==> config.mk <==
export PLATFORM = sky130hd
export DESIGN_NAME = two_process_burst_scheduler
export DESIGN_NICKNAME = d
export VERILOG_FILES = /design/src/hw/rtl/tpbs_pkg.sv /design/src/hw/rtl/two_process_burst_scheduler.sv
export SDC_FILE = /design/constraint.sdc
export NUM_CORES = 1
export LEC_CHECK = 0
export ABC_AREA = 1
export BUFFER_PORTS_ARGS = -buffer_cell sky130_fd_sc_hd__buf_2
export CORE_MARGIN = 10
export CORE_UTILIZATION = 36
export DETAILED_ROUTE_END_ITERATION = 10
export PLACE_DENSITY = 0.56
export SKIP_CTS_REPAIR_TIMING = 1
export SYNTH_ARGS = -nofsm -noshare
export SYNTH_HDL_FRONTEND = slang
export SYNTH_SLANG_ARGS = --single-unit
==> constraint.sdc <==
create_clock -name clk_i -period 5.95 [get_ports clk_i]
set_input_delay 0.8925 -clock clk_i [delete_from_list [all_inputs] [get_ports clk_i]]
set_output_delay 0.8925 -clock clk_i [all_outputs]
set_load 0.1 [all_outputs]
==> src/hw/rtl/tpbs_pkg.sv <==
// Package for the two-job burst scheduler.
// Holds the job phase codes, policy codes and register indexes; no dependencies.
package tpbs_pkg;

  localparam int unsigned CfgIdxWidth  = 3;
  localparam int unsigned CfgDataWidth = 8;

  typedef enum logic [1:0] {
    PH_READY = 2'd0,
    PH_RUN   = 2'd1,
    PH_WAIT  = 2'd2,
    PH_DONE  = 2'd3
  } phase_e;

  typedef enum logic [1:0] {
    POL_FCFS = 2'd0,
    POL_SJF  = 2'd1,
    POL_RR   = 2'd2,
    POL_RSVD = 2'd3
  } policy_e;

  typedef enum logic [CfgIdxWidth-1:0] {
    REG_POLICY      = 3'd0,
    REG_SLICE       = 3'd1,
    REG_JOB1_FIRST  = 3'd2,
    REG_JOB1_IO     = 3'd3,
    REG_JOB1_SECOND = 3'd4,
    REG_JOB2_FIRST  = 3'd5,
    REG_JOB2_IO     = 3'd6,
    REG_JOB2_SECOND = 3'd7
  } reg_idx_e;

  localparam logic [1:0]              RstPolicy     = 2'd0;
  localparam logic [CfgDataWidth-1:0] RstSlice      = 8'd4;
  localparam logic [CfgDataWidth-1:0] RstFirstBurst = 8'd1;
  localparam logic [CfgDataWidth-1:0] RstIoBurst    = 8'd0;
  localparam logic [CfgDataWidth-1:0] RstSecBurst   = 8'd1;

endpackage

==> src/hw/rtl/two_process_burst_scheduler.sv <==
// Two-job burst scheduler: one scheduling tick per input transaction.
// Depends on tpbs_pkg for phase, policy and register index codes.
//
//  channel | direction | handshake              | payload
//  --------+-----------+------------------------+-------------------------------------
//  in      | input     | in_valid_i/in_ready_o  | restart_i
//  out     | output    | out_valid_o/out_ready_i| job1_status_o, job2_status_o,
//          |           |                        | all_finished_o
//  cfg     | input     | cfg_we_i               | cfg_idx_i, cfg_data_i
//
// One tick per clock while in_ready_o is high: the tick logic between the state
// and result registers completes on accept; the result appears on the next cycle.
// Reset loads the default registers and counters and empties the result register.
// A new transaction is taken while the result register is empty or being drained.
module two_process_burst_scheduler #(
  parameter int unsigned COUNT_WIDTH = 8
) (
  input  logic                              clk_i,
  input  logic                              rst_ni,
  input  logic                              cfg_we_i,
  input  logic [tpbs_pkg::CfgIdxWidth-1:0]  cfg_idx_i,
  input  logic [tpbs_pkg::CfgDataWidth-1:0] cfg_data_i,
  input  logic                              in_valid_i,
  output logic                              in_ready_o,
  input  logic                              restart_i,
  output logic                              out_valid_o,
  input  logic                              out_ready_i,
  output logic [1:0]                        job1_status_o,
  output logic [1:0]                        job2_status_o,
  output logic                              all_finished_o
);
  import tpbs_pkg::*;

  localparam int unsigned CW = COUNT_WIDTH;

  logic [1:0]              policy_q;
  logic [CfgDataWidth-1:0] slice_cfg_q, j1_first_q, j1_io_q, j1_sec_q;
  logic [CfgDataWidth-1:0] j2_first_q, j2_io_q, j2_sec_q;

  phase_e          p1_q, p2_q, p1_d, p2_d;
  logic [CW-1:0]   c1_q, c2_q, io1_q, io2_q, sl_q;
  logic [CW-1:0]   c1_d, c2_d, io1_d, io2_d, sl_d;
  logic [CW-1:0]   quantum;
  logic            rr, sjf;
  phase_e          st1, st2;

  logic            out_valid_q;
  logic [1:0]      st1_q, st2_q;
  logic            fin_q;
  logic            accept;

  assign in_ready_o = !out_valid_q || out_ready_i;
  assign accept     = in_valid_i && in_ready_o;

  always_ff @(posedge clk_i or negedge rst_ni) begin
    if (!rst_ni) begin
      policy_q    <= RstPolicy;
      slice_cfg_q <= RstSlice;
      j1_first_q  <= RstFirstBurst;
      j1_io_q     <= RstIoBurst;
      j1_sec_q    <= RstSecBurst;
      j2_first_q  <= RstFirstBurst;
      j2_io_q     <= RstIoBurst;
      j2_sec_q    <= RstSecBurst;
    end else if (cfg_we_i) begin
      case (reg_idx_e'(cfg_idx_i))
        REG_POLICY:      policy_q    <= cfg_data_i[1:0];
        REG_SLICE:       slice_cfg_q <= cfg_data_i;
        REG_JOB1_FIRST:  j1_first_q  <= cfg_data_i;
        REG_JOB1_IO:     j1_io_q     <= cfg_data_i;
        REG_JOB1_SECOND: j1_sec_q    <= cfg_data_i;
        REG_JOB2_FIRST:  j2_first_q  <= cfg_data_i;
        REG_JOB2_IO:     j2_io_q     <= cfg_data_i;
        REG_JOB2_SECOND: j2_sec_q    <= cfg_data_i;
        default: ;
      endcase
    end
  end

  assign quantum = CW'(slice_cfg_q);
  assign rr      = (policy_e'(policy_q) == POL_RR);
  assign sjf     = (policy_e'(policy_q) == POL_SJF);

  always_comb begin
    p1_d  = p1_q;
    p2_d  = p2_q;
    c1_d  = c1_q;
    c2_d  = c2_q;
    io1_d = io1_q;
    io2_d = io2_q;
    sl_d  = sl_q;

    if (restart_i) begin
      p1_d  = PH_READY;
      p2_d  = PH_READY;
      c1_d  = CW'(j1_first_q);
      io1_d = CW'(j1_io_q);
      c2_d  = CW'(j2_first_q);
      io2_d = CW'(j2_io_q);
      sl_d  = quantum;
    end

    if (p1_d == PH_RUN && c1_d == '0) begin
      p1_d = (io1_d == '0) ? PH_DONE : PH_WAIT;
    end else if (p2_d == PH_RUN && c2_d == '0) begin
      p2_d = (io2_d == '0) ? PH_DONE : PH_WAIT;
    end

    if (rr) begin
      if (p1_d == PH_RUN && sl_d == '0) begin
        p1_d = PH_READY;
        if (p2_d == PH_READY) begin
          p2_d = PH_RUN;
          sl_d = quantum;
        end
      end
      if (p2_d == PH_RUN && sl_d == '0) begin
        p2_d = PH_READY;
        if (p1_d == PH_READY) begin
          p1_d = PH_RUN;
          sl_d = quantum;
        end
      end
    end

    if (p1_d == PH_WAIT && io1_d == '0) begin
      p1_d = PH_READY;
      c1_d = CW'(j1_sec_q);
    end
    if (p2_d == PH_WAIT && io2_d == '0) begin
      p2_d = PH_READY;
      c2_d = CW'(j2_sec_q);
    end

    if (p1_d == PH_READY && p2_d == PH_READY) begin
      if (sjf && c2_d < c1_d) begin
        p2_d = PH_RUN;
      end else begin
        p1_d = PH_RUN;
      end
      if (rr) begin
        sl_d = quantum;
      end
    end else if (p1_d == PH_READY && p2_d != PH_RUN) begin
      p1_d = PH_RUN;
      if (rr) begin
        sl_d = quantum;
      end
    end else if (p2_d == PH_READY && p1_d != PH_RUN) begin
      p2_d = PH_RUN;
      if (rr) begin
        sl_d = quantum;
      end
    end

    st1 = p1_d;
    st2 = p2_d;

    if (sl_d != '0) begin
      sl_d = sl_d - 1'b1;
    end
    if (p1_d == PH_RUN && c1_d != '0) begin
      c1_d = c1_d - 1'b1;
    end
    if (p1_d == PH_WAIT && io1_d != '0) begin
      io1_d = io1_d - 1'b1;
    end
    if (p2_d == PH_RUN && c2_d != '0) begin
      c2_d = c2_d - 1'b1;
    end
    if (p2_d == PH_WAIT && io2_d != '0) begin
      io2_d = io2_d - 1'b1;
    end
  end

  always_ff @(posedge clk_i or negedge rst_ni) begin
    if (!rst_ni) begin
      p1_q        <= PH_READY;
      p2_q        <= PH_READY;
      c1_q        <= CW'(RstFirstBurst);
      c2_q        <= CW'(RstFirstBurst);
      io1_q       <= CW'(RstIoBurst);
      io2_q       <= CW'(RstIoBurst);
      sl_q        <= CW'(RstSlice);
      out_valid_q <= 1'b0;
    end else if (accept) begin
      p1_q        <= p1_d;
      p2_q        <= p2_d;
      c1_q        <= c1_d;
      c2_q        <= c2_d;
      io1_q       <= io1_d;
      io2_q       <= io2_d;
      sl_q        <= sl_d;
      out_valid_q <= 1'b1;
    end else if (out_ready_i) begin
      out_valid_q <= 1'b0;
    end
  end

  always_ff @(posedge clk_i) begin
    if (accept) begin
      st1_q <= st1;
      st2_q <= st2;
      fin_q <= (st1 == PH_DONE) && (st2 == PH_DONE);
    end
  end

  assign out_valid_o    = out_valid_q;
  assign job1_status_o  = st1_q;
  assign job2_status_o  = st2_q;
  assign all_finished_o = fin_q;

endmodule

==> results.tsv <==
metric	value	unit
All-Layer GR Usage	15.8	%
Die ar.	0.0261	sq mm
endpoint type of the worst setup path	flop	
final slew viol count	0	
I/O pin cnt	24	
Peak VDD IR	0.188	mV
Critical path origin	restart_i	
post-route ant nets	0	
TritonCTS buffer count	9	
gr ovfl total	0	
vias in the first global route	6068	
arrival time at the worst endpoint	5.41	ns
Worst-Margin Slew	1.14	ns
Detailed Route Iter0 Violations	428	
Area Growth Syn to Fin	8.62	%
Worst slew margin	23.8	%
Core ar.	0.0196	sq mm
H-tree depth	3	
run status	completed	
WL per Instance	15.3	um
Critical Path RT	6.21	ns
largest family of logic cells by synthesized area	simple AND/OR/NAND/NOR gates	
HPWL Detailed	14600	um
initial antenna violation count	0	
Mapped Area	0.00723	sq mm
Chip Width	162	um
Post-synth EDFFs	5	
Synth Register Bits	108	
I/O Buffers	23	
DRC errors left	0	
Synth Area per Inst	7.00	sq um
Pwr Density	384	mW/mm^2
post-synthesis mux area share	0.415	%
Synth Area in Simple Gates	36.9	%
CTS Sinks	108	
yosys warns	0	
Final min period	5.15	ns
worst hold path class	flop to flop	
xor and xnor fraction of the mapped netlist area	1.45	%
Synth area leaders	dfrtp_1 33%, nand2_1 19%, o21ai_0 6.3%	
clk_lat worst skew	0.37	ns
Max-cap violations	0	
Setup crit start kind	input pin	
final setup fails	0	
Layout fillers	2122	
placement row count	51	
first-pass GRT wire length	33100	um
post-synthesis sequential area ratio	37.9	%
Syn Nets	1067	
share of cells above drive strength 1	12.1	%
most common cell after layout, fill and taps aside	nand2_1	
Clock transition at path regs	0.08	ns
Synth Instances	1033	
Die Height	162	um
Tcrit/Tclk final	86.5	%
commonest cells after routing, fill and taps aside	357 x nand2_1, 117 x inv_1, 95 x dfrtp_1, 91 x o21ai_0, 78 x nor2_1	
Compound-Gate Fraction of Synth Area	11.0	%
Hold Violations, Final	0	
DRT Pass-1 Iters	5	
RSZ-0062 raised after global routing	no	
CP Class	input pin to flop	
Initial Utilization	36.9	%
adder-cell area share of the yosys netlist	2.94	%
Max Fclk	194	MHz
area share of the largest cell type after synthesis	32.9	%
Yosys top cell by area	dfrtp_1	
Layout Utilization	40.1	%
largest net degree at the start of global routing	62	
post-synthesis cell type count	46	
deepest clock path buffer count	2	
Post-synth ARST share	95.4	%
static leakage	0.00401	uW
skew final	0.0100	ns
DRT Wirelength	20200	um
vias	6506	
DR vias/cell	4.94	
ys flop type	dfrtp_1	
gpl congestion	0.895	
antenna cells	0	
crit-path max FO	29	
Reg-to-Reg Start	io1_q[0]$_DFFE_PN0P_	
root buf cell	clkbuf_16	
hold_sp	sl_q[2]$_DFFE_PN1P_	
Total Neg Setup Slack	0	ns
Total Nets Final	1080	
CTS tree	done	
==> power breakdown <==
part	total, uW	internal (uW)	switching, uW
clock network	656	337	319
logic	1320	418	897
registers	1040	932	111
total	3010	1690	1330
==> worst max-delay path, stage by stage <==
cell and delay [ns]:
buf_2 0.25, buf_4 0.37, o21ai_0 0.29, ha_1 0.28, nand2_1 0.06, nor2_1 0.04, nand2_1 0.06, nand3_1 0.08
nand2_2 0.20, nand4_1 0.46, o21ai_0 0.61, inv_1 0.16, ha_1 0.32, nand2_1 0.08, nor2_1 0.05, a211oi_1 0.17
nand3_1 0.10, nand2_1 0.12, nand2_1 0.11, nand2_2 0.15, nand2_2 0.15, clkinv_4 0.12, nand3_1 0.07, nand3_1 0.11
nand2_1 0.07
==> per-layer routing <==
| layer | vias up | GRT usage [%] | wire length, um |
|---|---|---|---|
| met4 | 0 | 3.72 | 230 |
| met1 | 3016 | 22.5 | 10100 |
| met5 | - | 0 | 0 |
| li1 | 3348 | - | - |
| met2 | 127 | 24.5 | 9070 |
| met3 | 15 | 2.55 | 770 |
==> final timing paths <==
path                       slack, ns                 endpoint  cells past startpoint
setup / recovery                0.80      c2_q[2]$_DFFE_PN0P_                     25
hold / removal                  0.48      sl_q[2]$_DFFE_PN1P_                      2
setup reg to reg                1.48      sl_q[4]$_DFFE_PN0P_                     25
hold reg to reg                 0.48      sl_q[2]$_DFFE_PN1P_                      2
max in group asynchronous       4.26      sl_q[7]$_DFFE_PN0P_                      2
min in group asynchronous       0.55  j2_sec_q[3]$_DFFE_PN0P_                      1
==> flip-flops by register name, summed over array words and instances, names as in the netlist, 2 cells and up <==
name,flops
p2_q,2
policy_q,2
job1_status_o,2
j2_first_q,8
j2_io_q,8
job2_status_o,2
c2_q,8
io1_q,8
sl_q,8
c1_q,8
j2_sec_q,8
io2_q,8
j1_io_q,8
j1_first_q,8
j1_sec_q,8
p1_q,2
quantum,8
==> stage by stage <==
step / setup WS, ns / instances / hold WS [ns] / area (sq um) / power, uW
after global placement: 0.607 / 1300 / 0.464 / 7540 / 2350
after detailed placement: 0.413 / 1300 / 0.469 / 7540 / 2370
after CTS: 0.826 / 1316 / 0.483 / 7850 / 3030
after floorplan: 1.39 / 1033 / 0.441 / 7230 / 2050
after global routing: 0.290 / 1316 / 0.512 / 7850 / 3270
final: 0.801 / 1316 / 0.481 / 7850 / 3010
==> cell type report <==
type                       count  area, sq um  area share [%]
multi-input combinational    769         3810            48.5
sequential                   108         2740            34.9
inverter                     127          487            6.20
tap                          265          332            4.22
clock buffer                  10          229            2.92
timing repair buffer          31          178            2.26
clock inverter                 6         77.6           0.988
==> logic make-up (layout without fill, tap and decap cells) <==
logic type	Yosys count	count (layout)
AND/OR/NAND/NOR	595	595
flip-flops	108	108
AO/OA/AOI/OAI	142	142
multiplexers	3	3
buffers and inverters	156	174
XOR/XNOR	12	12
adder cells (fa/ha/maj)	17	17
==> Yosys cell counts, types with 11 or more instances <==
master / number
nand2_1: 357
a21oi_1: 16
nand3_1: 66
a31oi_1: 12
o21ai_0: 91
nand2_2: 22
nor2_1: 78
ha_1: 17
o21ai_1: 11
inv_1: 118
nand4_1: 24
clkbuf_1: 14
dfrtp_1: 95
(Power assumes the default switching activity.)
